[src/design/sif_ram.sv]
// ============================================================================
// sif_ram
// Generic single-write, single-read RAM with registered read data.
// ============================================================================
module sif_ram #(
  parameter int unsigned WIDTH = 2,
  parameter int unsigned DEPTH = 16
) (
  input  logic                     clk_i,
  input  logic                     we_i,
  input  logic [$clog2(DEPTH)-1:0] waddr_i,
  input  logic [WIDTH-1:0]         wdata_i,
  input  logic                     re_i,
  input  logic [$clog2(DEPTH)-1:0] raddr_i,
  output logic [WIDTH-1:0]         rdata_o
);

  logic [WIDTH-1:0] mem_q [DEPTH];
  logic [WIDTH-1:0] rdata_q;

  always_ff @(posedge clk_i) begin
    if (we_i) begin
      mem_q[waddr_i] <= wdata_i;
    end
    if (re_i) begin
      rdata_q <= mem_q[raddr_i];
    end
  end

  assign rdata_o = rdata_q;

endmodule

[config.mk]
export PLATFORM = sky130hd
export DESIGN_NAME = sif_ram
export DESIGN_NICKNAME = d
export VERILOG_FILES = /design/src/design/sif_ram.sv
export SDC_FILE = /design/constraint.sdc
export NUM_CORES = 1
export LEC_CHECK = 0
export ABC_AREA = 1
export ABC_CLOCK_PERIOD_IN_PS = 1100
export BUFFER_PORTS_ARGS = -buffer_cell sky130_fd_sc_hd__buf_2
export CAP_MARGIN = 20
export CORE_MARGIN = 3
export CORE_UTILIZATION = 45
export CTS_BUF_LIST = sky130_fd_sc_hd__clkbuf_8 sky130_fd_sc_hd__clkbuf_16
export CTS_CLUSTER_SIZE = 24
export DETAILED_ROUTE_END_ITERATION = 8
export GPL_ROUTABILITY_DRIVEN = 0
export PLACE_DENSITY_LB_ADDON = 0.1
export SYNTH_ARGS = -nofsm -noshare
export SYNTH_HDL_FRONTEND = slang
export SYNTH_SLANG_ARGS = --single-unit
[constraint.sdc]
create_clock -name clk_i -period 1.1 [get_ports clk_i]
set_input_delay 0.165 -clock clk_i [delete_from_list [all_inputs] [get_ports clk_i]]
set_output_delay 0.165 -clock clk_i [all_outputs]
set_load 0.01 [all_outputs]
* Yosys cells after proc, flatten, opt, wreduce, memory -nomap -nowiden
Memory sizes are Yosys's and may differ from the RTL's. A register that Yosys moved wholly into a read port is not among the register bits. Cells that the tools add are included.
Word-level totals: register bits after elaboration 0, RAM bits 32, input port bits 13, output and inout bits 2, logic and storage cells 3, memories kept 1
Cells by class: mux-type cells 2
Memory list:
- mem_q | depth 16, width 2, rd ports 1, clocked after memory_dff 1, write ports 1, line 18 | logic [WIDTH-1:0] mem_q [DEPTH];
Operators by type and width (number):
- two-way mux 1 bit | 2

* Longest topological paths before layout
depth after elaboration 2, depth in mapped cells 8, gate-level depth less buffers 7

* Least setup slack after synthesis
Ideal clock, no wire load.
path kind input -> register, start input raddr_i[0], end register rdata_q[0], in the netlist rdata_o[0] (read register of mem_q), data pin, setup time 253 ps, data arrival time 739 ps, data required time 847 ps, path slack 108 ps, stages 8, path buffers 2, cell sequence buf_6 inv_4 buf_6 nand2_1 nand3_1 nand3_1 nand3_1 nand2_1
RTL lines:
- start, declared | line 14 | input logic [$clog2(DEPTH)-1:0] raddr_i,
- end, declared | line 19 | logic [WIDTH-1:0] rdata_q;

==> metrics.yaml <==
clk_pin_slew_ps: 60
n_antenna_cell: 0
grt_max_degree: 17
synth_seq_area_share: 0.658
max-vdd-ir-drop_mv: 1.06
synth_mux_area_frac: 0
placedCellCount: 214
arrival_ps: 1070
synth-xor-area-share: 0
antenna_found_initial: 0
dieArea_mm2: 0.00419
port_buffers: 14
finalCritPeriodShare: 0.941
first_global_vias: 1058
final_cell_mix: "nand2_1, edfxtp_1, inv_1"
via_per_inst: 4.90
grt_pass1_wl_mm: 4.86
tightest_slew_ps: 286
synth_fa_ha_area_frac: 0
nNetsFinal: 190
layout_commonest_cell: "nand2_1"
die_x_um: 64.7
fin_total_pwr_w: 0.00252
row_count: 20
ant_nets: 0
finalMaxSlewViolations: 0
syn_to_final_growth_pct: 12.7
synth.area.top_cells: "edfxtp_1, nand2_1, nand3_1, inv_1, nor2_1"
cts_buffers: 5
cts_tree: "built"
outcome: "finished, final reports clean"
hold_violations: 0
dr_total_vias: 1087
setup_viol: 0
setup_tns_ps: 0
maxSlewHeadroom: 0.809
drcViolationCount: 0
start_kind: "flop"
synth-seq-cells: 34
holdBufCountCts: 0
io_pins: 15
finalCriticalPeriod_ps: 1040
htreeDepth: 2
clk_latency_ps: 280
avgSynthCellArea_um2: 9.76
drt-total-wl_mm: 3.02
final_cell_area_mm2: 0.00175
synth_top_area_frac: 0.658
clockBufferDepth: 2
cts.sinks: 34
synth_cell_types: 11
netlist_area_mm2: 0.00155
crit_path_end_kind: "flop"
synth_top_family_by_area: "simple AND/OR/NAND/NOR gates"
die_h_um: 64.7
placed_area_mm2: 0.00165
clock.fmax_ghz: 0.966
synth.largest_area_cell: "edfxtp_1"
synth_compound_area_frac: 0
syn-num-nets: 172
hold_class: "in -> reg"
drv_cap: 0
drive_gt1_frac: 0.157
cellLeakagePower_nw: 0.770
fin_worst_skew_ps: 3.84
synth-simple-area-share: 0.245
drt_first_iter_violations: 69
r2r_slack_ps: 60
start_util: 0.488
fin_cells: 222
crit_type: "reg -> reg"
grt_usage: 0.159
grt-ovfl-total: 0
avgRoutedWirePerCell_um: 13.6
critPathMaxFanout: 1
clock-root-buffer: "clkbuf_8"
ys_warn_count: 0
drt_first_pass_iters: 4
core_mm2: 0.00318
cellPowerDensity_mw_per_mm2: 1440
dp_hpwl_mm: 2.21
required_ps: 1140
netlist_instances: 159
## registers in the layout, summed over array words and instances (netlist names)
signal   flops
mem_q       32
rdata_o      2
## final timing paths
path	start	end	cells after the start
max	mem_q[0][1]	rdata_o[1]	6
min	re_i	rdata_o[1]	1
max reg2reg	mem_q[0][1]	rdata_o[1]	6
min reg2reg	mem_q[11][1]	rdata_o[1]	6
## worst max-delay path: stages, from the launching register on
cell and delay, ps:
edfxtp_1 360, inv_1 60, nand2_1 70, nand3_1 100, nand3_1 80, nand3_1 80
nand2_1 50
## cell families (layout without fill, tap and decap cells)
logic type | Yosys count | in the layout
and+or+nand+nor | 91 | 91
DFF | 34 | 34
buffers and inverters | 34 | 53
## synthesized netlist by cell type
cell	number
nand3_1	25
edfxtp_1	34
nor2_1	17
nand2_1	47
inv_4	1
buf_6	2
buf_2	1
inv_2	1
buf_4	1
inv_1	28
nand3b_1	2
## through the flow
stage                     worst slack [ps]   util  hold slack, ps
after global placement               -29.2  0.519             386
after CTS                             49.0  0.544             101
after global routing                 -19.0  0.550            94.5
after floorplan                        108      -             264
after detailed placement             -55.5  0.519             391
final                                 64.8  0.550             107
## power by group
part           leakage, nW  switching, W  total (W)  internal (W)
Clock               0.0468      0.000428   0.000853      0.000425
Sequential           0.309    0.00000662    0.00147       0.00146
Combinational        0.415      0.000134   0.000198     0.0000641
## final cells by class
type                            instances  area [um^2]
Sequential cell                        34         1020
Timing Repair Buffer                   15         77.6
Clock buffer                            5         68.8
Clock inverter                          3         12.5
Multi-Input combinational cell         91          398
Tap cell                               44         55.1
Fill cell                             293         1430
Inverter                               30          115
## what timing repair did
item	CTS	global route
resized for setup	0	5
setup buffers	0	0
setup endpoints to repair	0	2
## routing by layer
metal,track usage,share of wire,up-vias
met4,0.0660,0.019,0
met5,0,0,-
li1,-,-,543
met2,0.239,0.48,39
met3,0.0555,0.060,6
met1,0.208,0.44,499
(Power assumes the default switching activity.)
