<file path="src/design/sif_pkg.sv">
// ============================================================================
// sif_pkg
// Types and constants shared by the singleton index filter modules.
// ============================================================================
package sif_pkg;

  // Counter table addressing and row numbering
  localparam int unsigned INDEX_BITS = 20;
  localparam int unsigned ROW_BITS   = 24;
  localparam int unsigned TABLE_DEPTH = 2 ** INDEX_BITS;

  // Fixed payload widths
  localparam int unsigned IDX_FIELD_W = 20;
  localparam int unsigned ROW_FIELD_W = 24;

  localparam int unsigned CNT_W = 2;

  typedef logic [INDEX_BITS-1:0] addr_t;
  typedef logic [ROW_BITS-1:0]   row_t;
  typedef logic [CNT_W-1:0]      cnt_t;

  // Saturation point and singleton value of a counter
  localparam cnt_t COUNT_SAT = 2'd2;
  localparam cnt_t COUNT_ONE = 2'd1;
  localparam cnt_t COUNT_ZERO = 2'd0;

  typedef enum logic [1:0] {
    OP_COUNT = 2'd0,
    OP_CHECK = 2'd1,
    OP_CLEAR = 2'd2
  } op_e;

  typedef struct packed {
    logic [1:0]             operation;
    logic [IDX_FIELD_W-1:0] entry_index;
    logic                   entry_invalid;
    logic                   row_last;
  } in_item_t;

  typedef struct packed {
    logic [ROW_FIELD_W-1:0] row_number;
    logic                   remove_row;
  } out_item_t;

  // Clearing sweep status
  typedef struct packed {
    logic  active;
    addr_t addr;
  } sweep_t;

  // Take the low INDEX_BITS bits of an index field, zero-extending if needed
  function automatic addr_t idx_to_addr(logic [IDX_FIELD_W-1:0] v);
    logic [INDEX_BITS+IDX_FIELD_W-1:0] w;
    w = {{INDEX_BITS{1'b0}}, v};
    return w[INDEX_BITS-1:0];
  endfunction

  // Fit a row count to the output field width
  function automatic logic [ROW_FIELD_W-1:0] row_to_field(row_t v);
    logic [ROW_BITS+ROW_FIELD_W-1:0] w;
    w = {{ROW_FIELD_W{1'b0}}, v};
    return w[ROW_FIELD_W-1:0];
  endfunction

endpackage

</file>
<file path="src/design/sif_sweep.sv">
// ============================================================================
// sif_sweep
// Clearing sequencer: zero the counter table one entry per cycle.
// ============================================================================
module sif_sweep (
  input  logic            clk_i,
  input  logic            rst_ni,
  input  logic            start_i,
  output sif_pkg::sweep_t sweep_o
);

  logic           active_q, active_d;
  sif_pkg::addr_t addr_q, addr_d;

  always_comb begin
    active_d = active_q;
    addr_d   = addr_q;
    if (active_q) begin
      addr_d = addr_q + 1'b1;
      // stop after the last entry
      if (&addr_q) begin
        active_d = 1'b0;
      end
    end else if (start_i) begin
      active_d = 1'b1;
      addr_d   = '0;
    end
  end

  always_ff @(posedge clk_i or negedge rst_ni) begin
    if (!rst_ni) begin
      active_q <= 1'b1;
      addr_q   <= '0;
    end else begin
      active_q <= active_d;
      addr_q   <= addr_d;
    end
  end

  assign sweep_o.active = active_q;
  assign sweep_o.addr   = addr_q;

endmodule

</file>
<file path="config.mk">
export PLATFORM = sky130hd
export DESIGN_NAME = sif_sweep
export DESIGN_NICKNAME = d
export VERILOG_FILES = /design/src/design/sif_pkg.sv /design/src/design/sif_sweep.sv
export SDC_FILE = /design/constraint.sdc
export NUM_CORES = 1
export LEC_CHECK = 0
export BUFFER_PORTS_ARGS = -buffer_cell sky130_fd_sc_hd__buf_4
export CAP_MARGIN = 10
export CORE_MARGIN = 2
export CORE_UTILIZATION = 45
export CTS_CLUSTER_SIZE = 14
export DETAILED_ROUTE_END_ITERATION = 10
export PLACE_DENSITY = 0.76
export SETUP_SLACK_MARGIN = 0.4
export SYNTH_ARGS = -nofsm -noshare
export SYNTH_HDL_FRONTEND = slang
export SYNTH_SLANG_ARGS = --single-unit
</file>
<file path="constraint.sdc">
create_clock -name clk_i -period 1.96 [get_ports clk_i]
set_clock_uncertainty 0.05 [all_clocks]
set_input_delay 0.392 -clock clk_i [delete_from_list [all_inputs] [get_ports clk_i]]
set_output_delay 0.392 -clock clk_i [all_outputs]
set_load 0.02 [all_outputs]
</file>
# ---- Yosys cells after proc, flatten, opt, wreduce, memory -nomap -nowiden
# Cells that the tools add are included.
dict set report totals {
  reg_bits 21
  latchBits 0
  ramBits 0
  romBits 0
  input_bits 3
  memories 0
}
dict set report op_classes {
  add_sub_neg 1
  mul 0
  n_div 0
  order_cmp 0
  n_eq_ne 0
  shifts 0
  n_mux 5
  n_bitwise 0
  n_reduce_logical 2
}
# operator count
set ops {}
lappend ops {{20-bit 2-to-1 mux} 2}
lappend ops {{20-bit by 1-bit adder with 20-bit output (second input constant)} 1}
lappend ops {{20-bit AND reduction} 1}
lappend ops {{1-bit 2-to-1 mux} 3}
lappend ops {{2-bit nonzero test} 1}

# ---- Longest topological paths before layout
# Gate-level depths: netlist (run 1).
dict set report depth {
  word_depth 3
  ltp_mapped 6
}

# ---- Worst setup path before layout (run 1)
# OpenSTA, ideal clock, no wires.
dict set report synth_timing {
  path_type {register -> register}
  start {register addr_q[0]}
  end {register addr_q[18]}
  arrival_time_ns 1.546
  t_required_ns 1.776
  path_slack_ns 0.230
  stages_incl_launch_ff 6
  n_path_buf 0
  period_less_slack_ns 1.730
  cell_sequence {dfrtp_1 -> ha_1 -> nand3_1 -> nor4_4 -> nand4_1 -> mux2i_1}
}
dict set report synth_between {
  elab_chain_len 2
}
# element line
set synth_rtl {}
lappend synth_rtl {{start: declaration} sif_sweep.sv:13} ;# sif_pkg::addr_t addr_q, addr_d;
lappend synth_rtl {{start signal: assignment} sif_sweep.sv:36} ;# addr_q <= addr_d;
lappend synth_rtl {{20-bit by 1-bit adder with 20-bit output} sif_sweep.sv:19} ;# addr_d = addr_q + 1'b1;
lappend synth_rtl {{20-bit 2-to-1 mux} sif_sweep.sv:18} ;# if (active_q) begin
# Every way passes these cells.
# A chain may end at the register's enable or synchronous reset.

# ---- Worst setup path after layout (run 1)
dict set report layout_timing {
  start {register active_q}
  end {register addr_q[12]}
}
dict set report layout_between {
  elab_chain_len 1
  elab_cells_between_ends 2
}
# element line
set layout_rtl {}
lappend layout_rtl {{start: declaration} sif_sweep.sv:12} ;# logic active_q, active_d;
lappend layout_rtl {{start signal: assignment} sif_sweep.sv:35} ;# active_q <= active_d;
lappend layout_rtl {{20-bit 2-to-1 mux or 2-bit nonzero test (tied branches)} n/a}
# Parallel ways exist; a longest one is shown, timed or not.

==> results of run 1 <==
## per-stage QoR
| stage | instance area (um^2) | hold slack, ns | power, uW | util [%] |
|---|---|---|---|---|
| 3_3_place_gp | 1250 | 0.241 | 1190 | 56.7 |
| 4_1_cts | 1360 | 0.235 | 1480 | 61.7 |
| 2_1_floorplan | 1070 | 0.0464 | 977 | - |
| 6_report | 1390 | 0.246 | 1490 | 62.8 |
| 3_5_place_dp | 1250 | 0.241 | 1210 | 56.7 |
| 5_1_grt | 1390 | 0.232 | 1590 | 62.8 |
## power by group through the flow
stage | Sequential [uW] | Combinational [uW] | Clock [uW]
2_1_floorplan | 805 | 172 | 0
3_3_place_gp | 706 | 484 | 0
3_5_place_dp | 714 | 501 | 0
4_1_cts | 705 | 557 | 214
5_1_grt | 739 | 624 | 229
6_report | 716 | 571 | 204
## path summary, 6_finish.rpt
kind | from | endpoint | cells after the start
max reg2reg | active_q | addr_q[12] | 5
min reg2reg | addr_q[19] | active_q | 1
min in group asynchronous | rst_ni | addr_q[3] | 2
max in group asynchronous | rst_ni | active_q | 2
max | active_q | addr_q[12] | 5
min | start_i | addr_q[3] | 2
## flip-flops by register name, indices dropped and copies added (netlist names)
register	count
addr_q	20
active_q	1
## per-layer routing
layer	vias up	track usage (%)	wire length (um)
li1	436	-	-
met5	-	0	0
met4	0	9.40	17
met3	2	3.71	81
met1	430	24.2	981
met2	16	29.6	1080
## logic make-up (layout without fill, tap and decap cells)
logic type,after synthesis,after routing,share of synthesized area (%)
buf+inv,7,41,2.96
xor+xnor,1,1,0.830
compound gates,19,19,10.9
flops,21,21,49.9
simple gates,41,41,23.8
fa+ha+maj,1,1,1.18
mux,11,11,10.4
## cell usage after synthesis
cell type and n:
nand3_4 1, a31oi_1 2, nand4_4 1, ha_1 1, mux2i_1 11, o21ai_0 6
o211ai_1 3, inv_1 4, xor2_1 1, o21a_1 1, nor4_4 2, nor2_1 2
dfstp_2 1, a21oi_1 4, buf_4 1, o31ai_1 3, and4_1 2, nand4_1 5
nand3_1 5, clkbuf_1 1, or2_2 1, buf_2 1, nand2_1 22, dfrtp_1 20
## timing repair
action / 4_1_cts / 5_1_grt
hold buffers: 1 / 0
endpoints found under the setup margin: 9 / 14
gates cloned: 0 / 0
setup buffers: 7 / 2
resized for setup: 3 / 8
endpoints found under the hold margin: 20 / 0
pin swaps: 4 / 3
## layout make-up
| type | count | area, um^2 | share of cell area (%) |
|---|---|---|---|
| clock buffer | 3 | 22.5 | 1.62 |
| clock inverter | 1 | 5.00 | 0.360 |
| inverter | 4 | 15.0 | 1.08 |
| multi-input combinational | 73 | 528 | 38.0 |
| sequential | 21 | 538 | 38.7 |
| tap | 28 | 35.0 | 2.52 |
| timing repair buffer | 33 | 246 | 17.7 |
==> run summary, run 1 <==
run status - completed
VDD IR max - 0.000659 V
floorplan row count - 17
Post-Place Setup Slack - 0.306 ns
max cap viols - 0
Max-slew headroom - 75.7%
Vias - 884
Worst Hold Class - input pin to flip-flop
Synth area leader - dfrtp_1
initial antenna violation count - 0
Worst path max stage delay - 0.59 ns
Non-Filler Instances - 163
overall die width - 52.4 um
CP top delay family - flip-flops
Synth Register Bits - 21
CTS tree - yes
R2R setup slack - 0.44 ns
initial core utilization - 47.7%
post-synthesis instance area - 1060 um^2
post-synthesis average cell area - 10.5 um^2
Iteration-0 DRC Markers - 6
gr ovfl total - 0
fin crit period - 1.52 ns
P_leak - 0.000681 uW
RD Place Congestion - 0.811
share of total power in combinational logic - 38.3%
P_int - 882 uW
largest net degree at the start of global routing - 22
critical path cell sequence - buf_4, nand3_4, nor4_4, buf_4, mux2i_1
Reg power frac - 48.0%
critical path's slowest cell - dfstp_2
CTS sink cnt - 21
full die area - 2750 um^2
NumNets Final - 140
Least-Margin Pin Slew - 0.362 ns
Max Fclk - 0.656 GHz
clock share of power - 13.7%
Crit Path Class - flip-flop to flip-flop
placed cells - 149
die height - 52.4 um
root buffer cell - clkbuf_4
final setup violation count - 0
Wirelength per Cell - 13.3 um
fin crit share - 77.7%
port bufs - 23
CP endpoint kind - flip-flop
first-pass GRT wire length - 3.78 mm
Hold Fails Final Rpt - 0
Critical Path Source Type - flip-flop
main area contributors after synthesis - dfrtp_1 47%, mux2i_1 10%, nand2_1 7.8%
Post-Route WL - 2.16 mm
sw frac - 40.9%
# IOs - 24
most frequent CP cell - buf_4
first-pass iteration count of the detailed router - 4
Clock transition at path regs - 0.12 ns
RSZ-0062 raised after global routing - yes
worst setup margin - 0.437 ns
total CTS buffers - 3
core footprint - 2210 um^2
Post-Synthesis Cells - 101
area fraction of the dominant cell type after synthesis - 47.4%
TNS Setup - 0 ns
P_sw - 610 uW
Critical Path RT - 2.14 ns
most frequent cells in the layout - 31 x buf_4, 21 x nand2_1, 11 x mux2i_1, 11 x dfrtp_1, 9 x dfrtp_2
Routed Antenna Nets - 0
Skew-Pair Late Insertion Delay - 0.30 ns
fill count - 186
share of cells above drive strength 1 - 39.3%
CP max FO - 5
Vias/cell - 5.42
max-slew violation count - 0
sequential share of the synthesized area - 49.9%
area added between synthesis and finish - 31.6%
Netlist cell types - 24
gr usage total - 18.7%
n_diodes - 0
clock buffer depth - 2
yosys warns - 0
syn nets - 105
CP arrival - 1.70 ns
DRC violations left - 0
worst path buffer plus inverter count - 2
PD cells - 1070 nW/um^2
commonest non-fill, non-tap cell in the layout - buf_4
H-tree levels - 1
vias in the first global route - 834
dpl hpwl - 1.49 mm
Power figures use the tool's default switching activity.
==> run 2, diff against run 1 <==
--- a/config.mk
+++ b/config.mk
@@ -5,13 +5,14 @@
 export SDC_FILE = /design/constraint.sdc
 export NUM_CORES = 1
 export LEC_CHECK = 0
+export ABC_AREA = 1
 export BUFFER_PORTS_ARGS = -buffer_cell sky130_fd_sc_hd__buf_4
 export CAP_MARGIN = 10
 export CORE_MARGIN = 2
 export CORE_UTILIZATION = 45
 export CTS_CLUSTER_SIZE = 14
 export DETAILED_ROUTE_END_ITERATION = 10
-export PLACE_DENSITY = 0.76
+export PLACE_DENSITY = 0.75
 export SETUP_SLACK_MARGIN = 0.4
 export SYNTH_ARGS = -nofsm -noshare
 export SYNTH_HDL_FRONTEND = slang
==> constraint.sdc (replaced) <==
create_clock -name clk_i -period 1.49 [get_ports clk_i]
set_clock_uncertainty 0.05 [all_clocks]
set_input_delay 0.298 -clock clk_i [delete_from_list [all_inputs] [get_ports clk_i]]
set_output_delay 0.298 -clock clk_i [all_outputs]
set_load 0.02 [all_outputs]
==> run 2 against run 1 <==
  * Final cell count is 69% higher
  * First-iteration DRC count grew to 12 times the previous value
  * Sequential share of layout area is 12 points lower
  * Wire length is 73% higher
  * Critical path depth is 4 lower
  * Utilization is 11 points higher
  * Flip-flop and latch count stayed put
  * Synthesized cell count is 85% higher
  * Area after synthesis is 25% higher
  * Die area is 23% higher
  * Design area is 47% higher
  * Largest cell class is now multi-input gates
==> run summary, run 2 <==
Max-slew headroom - 80.8% (was 75.7%)
CP top delay family - flip-flops (unchanged)
run status - completed (unchanged)
met1 usage - 31.4% (was 24.2%)
core footprint - 2760 um^2 (was 2210 um^2)
initial antenna violation count - 0 (unchanged)
initial core utilization - 47.8% (was 47.7%)
overall die width - 58.1 um (was 52.4 um)
Wirelength per Cell - 13.6 um (was 13.3 um)
critical path's slowest cell - dfstp_2 (unchanged)
area fraction of the dominant cell type after synthesis - 38.0% (was 47.4%)
post-synthesis average cell area - 7.05 um^2 (was 10.5 um^2)
port bufs - 23 (unchanged)
CP arrival - 1.04 ns (was 1.70 ns)
root buffer cell - clkbuf_4 (unchanged)
fin crit share - 93.3%
most frequent cells in the layout - 53 x nand2_1, 30 x buf_4, 23 x inv_1, 23 x buf_6, 16 x dfrtp_2 (was 31 x buf_4, 21 x nand2_1, 11 x mux2i_1, 11 x dfrtp_1, 9 x dfrtp_2)
fill count - 184 (was 186)
post-synthesis simple-gate area fraction - 42.3% (was 23.8%)
first-pass iteration count of the detailed router - 4 (unchanged)
Reg power frac - 34.5% (was 48.0%)
DRC violations left - 0 (unchanged)
Worst Hold Class - input pin to flip-flop (unchanged)
Synth area leader - dfrtp_1 (unchanged)
most common cell in the netlist - nand2_1 (unchanged)
Synth Register Bits - 21 (unchanged)
worst path buffer plus inverter count - 1 (was 2)
GRT Max-Usage Layer - met2 (unchanged)
CTS tree - yes (unchanged)
floorplan row count - 19 (was 17)
share of cells above drive strength 1 - 45.5% (was 39.3%)
met2 Use GR - 38.1% (was 29.6%)
placed cells - 239 (was 149)
VDD IR max - 0.00125 V (was 0.000659 V)
Netlist cell types - 25 (was 24)
CP endpoint kind - output port (was flip-flop)
NumNets Final - 249 (was 140)
n_diodes - 0 (unchanged)
Hold Crit Start - start_i (unchanged)
fin crit period - 1.39 ns
Worst path max stage delay - 0.60 ns (was 0.59 ns)
TNS Setup - 0 ns (unchanged)
RSZ-0062 raised after global routing - yes (unchanged)
CP max FO - 4 (was 5)
Post-Route WL - 3.73 mm (was 2.16 mm)
max reg flops - 20 (unchanged)
Critical Path Source Type - flip-flop (unchanged)
Post-synth ARST share - 100% (unchanged)
die height - 58.1 um (was 52.4 um)
Max Fclk - 0.719 GHz
main area contributors after synthesis - dfrtp_1 38%, nand2_1 16%, inv_1 7.1% (was dfrtp_1 47%, mux2i_1 10%, nand2_1 7.8%)
Crit Path Class - flip-flop to output port (was flip-flop to flip-flop)
top flop regs - addr_q: 20 flops, active_q: 1 flops (unchanged)
Skew-Pair Late Insertion Delay - 0.31 ns (was 0.30 ns)
share of total power in combinational logic - 54.9% (was 38.3%)
largest register by flop count - addr_q (unchanged)
final setup violation count - 0 (unchanged)
syn nets - 191 (was 105)
Critical Path RT - 1.14 ns (was 2.14 ns)
Worst Hold Path EP - addr_q[15] (was addr_q[3])
P_int - 1520 uW (was 882 uW)
commonest non-fill, non-tap cell in the layout - nand2_1 (was buf_4)
predominant post-synthesis flop cell - dfrtp_1 (unchanged)
largest net degree at the start of global routing - 22 (unchanged)
post-synthesis compound-gate area fraction - 7.41% (was 10.9%)
clock buffer depth - 2 (unchanged)
most frequent cells after synthesis - 57 x nand2_1, 25 x inv_1, 20 x dfrtp_1, 19 x nor2_1, 16 x nand3_1 (was 22 x nand2_1, 20 x dfrtp_1, 11 x mux2i_1, 6 x o21ai_0)
capture point of the worst reg-to-reg path - active_q (was addr_q[12])
post-synthesis instance area - 1320 um^2 (was 1060 um^2)
critical path cell sequence - buf_6 (was buf_4, nand3_4, nor4_4, buf_4, mux2i_1)
Iteration-0 DRC Markers - 71 (was 6)
gr ovfl total - 0 (unchanged)
Vias - 1,450 (was 884)
max-slew violation count - 0 (unchanged)
first-pass GRT wire length - 6.18 mm (was 3.78 mm)
main combinational cell family by area after synthesis - simple AND/OR/NAND/NOR gates (unchanged)
Post-Synthesis Cells - 187 (was 101)
RD Place Congestion - 0.877 (was 0.811)
Hold Fails Final Rpt - 0 (unchanged)
reg2reg path depth - 8 (was 5)
number of synthesized flops with an enable pin - 0 (unchanged)
post-synthesis mux area share - 0% (was 10.4%)
gr usage total - 23.4% (was 18.7%)
Clock transition at path regs - 0.12 ns (about the same)
area added between synthesis and finish - 55.4% (was 31.6%)
Routed Antenna Nets - 0 (unchanged)
sequential share of the synthesized area - 40.0% (was 49.9%)
adder-cell share of the synthesized area - 0.950% (was 1.18%)
P_sw - 1140 uW (was 610 uW)
Hold Crit Depth - 4 (was 2)
XOR/XNOR Fraction of Synth Area - 0% (was 0.829%)
FF-to-FF Start - addr_q[1] (was active_q)
vias in the first global route - 1,410 (was 834)
full die area - 3380 um^2 (was 2750 um^2)
met3 usage - 2.90% (was 3.71%)
P_leak - 0.00103 uW (was 0.000681 uW)
total CTS buffers - 3 (unchanged)
yosys warns - 0 (unchanged)
dpl hpwl - 2.28 mm (was 1.49 mm)
sw frac - 42.9% (was 40.9%)
CTS sink cnt - 21 (unchanged)
Least-Margin Pin Slew - 0.286 ns (was 0.362 ns)
clock share of power - 10.6% (was 13.7%)
max cap viols - 0 (unchanged)
Non-Filler Instances - 275 (was 163)
R2R setup slack - 0.1 ns (was 0.44 ns)
H-tree levels - 1 (unchanged)
Vias/cell - 5.27 (was 5.42)
PD cells - 1300 nW/um^2 (was 1070 nW/um^2)
# IOs - 24 (unchanged)
-- run 2: cell count changes after synthesis, sizes merged, moves of 2 or more --
cell,previous run,this run
o211ai,3,0
o31ai,3,0
inv,4,26
nand4,6,9
buf,2,4
o21ai,6,10
and4,2,0
nand2,22,61
mux2i,11,0
nor4,2,0
nor2,2,28
nand3,6,17
-- run 2: worst max-delay path by stage --
stage,start,endpoint,depth (start not counted)
after detailed placement,addr_q[0],addr_q[12],8
after global placement,active_q,addr_q[12],7
after floorplan,addr_q[0],addr_q[12],8
final,active_q,sweep_o[20],1
after CTS,active_q,sweep_o[20],1
after global routing,active_q,addr_q[9],6
-- run 2: routing by layer --
metal  vias up  part of all wire [%]
met4         0                   1.6
met1       680                    43
met2        53                    50
li1        710                     -
met3         7                   5.1
met5         -                     0
-- run 2: stage by stage --
step           util [%]  power (uW)  hold slack [ns]  area [um^2]  setup WS, ns
6_report           74.2        2660            0.206         2050        0.0996
3_3_place_gp       56.9        1870            0.145         1570         0.168
2_1_floorplan         -        1550          -0.0476         1390         0.134
3_5_place_dp       56.9        1890            0.149         1570         0.133
4_1_cts            71.6        2550            0.188         1980         0.110
5_1_grt            74.2        2810            0.204         2050        0.0437
-- run 2: cell families after synthesis --
group | count (synthesis)
adders and majority gates | 1
buffers and inverters | 31
AOI/OAI and AO/OA | 18
DFF | 21
and+or+nand+nor | 116
-- run 2: final cells by class --
type	instances	area, um^2	area share [%]
clock buffers	4	26.3	1.28
inverters	27	106	5.20
multi-input cells	135	779	38.1
flip-flops and latches	21	547	26.7
repair buffers	57	549	26.8
well taps	31	38.8	1.89
-- run 2: tightest hold or removal path: stages --
cell     delay, ns
buf_4         0.10
nor2_4        0.05
nand2_1       0.05
nand2_1       0.04
-- run 2: power groups by stage --
stage	sequential [uW]	clock (uW)	combinational, uW
6_report	915	282	1460
3_5_place_dp	949	0	939
5_1_grt	935	316	1560
2_1_floorplan	1060	0	489
4_1_cts	921	293	1330
3_3_place_gp	947	0	920
-- run 2: what timing repair did --
action	in CTS	in global routing
endpoints found under the hold margin	20	0
resized for setup	43	7
hold buffers	1	0
cloned	0	0
setup endpoints to repair	42	42
pin swaps	12	6
buffers inserted	25	6
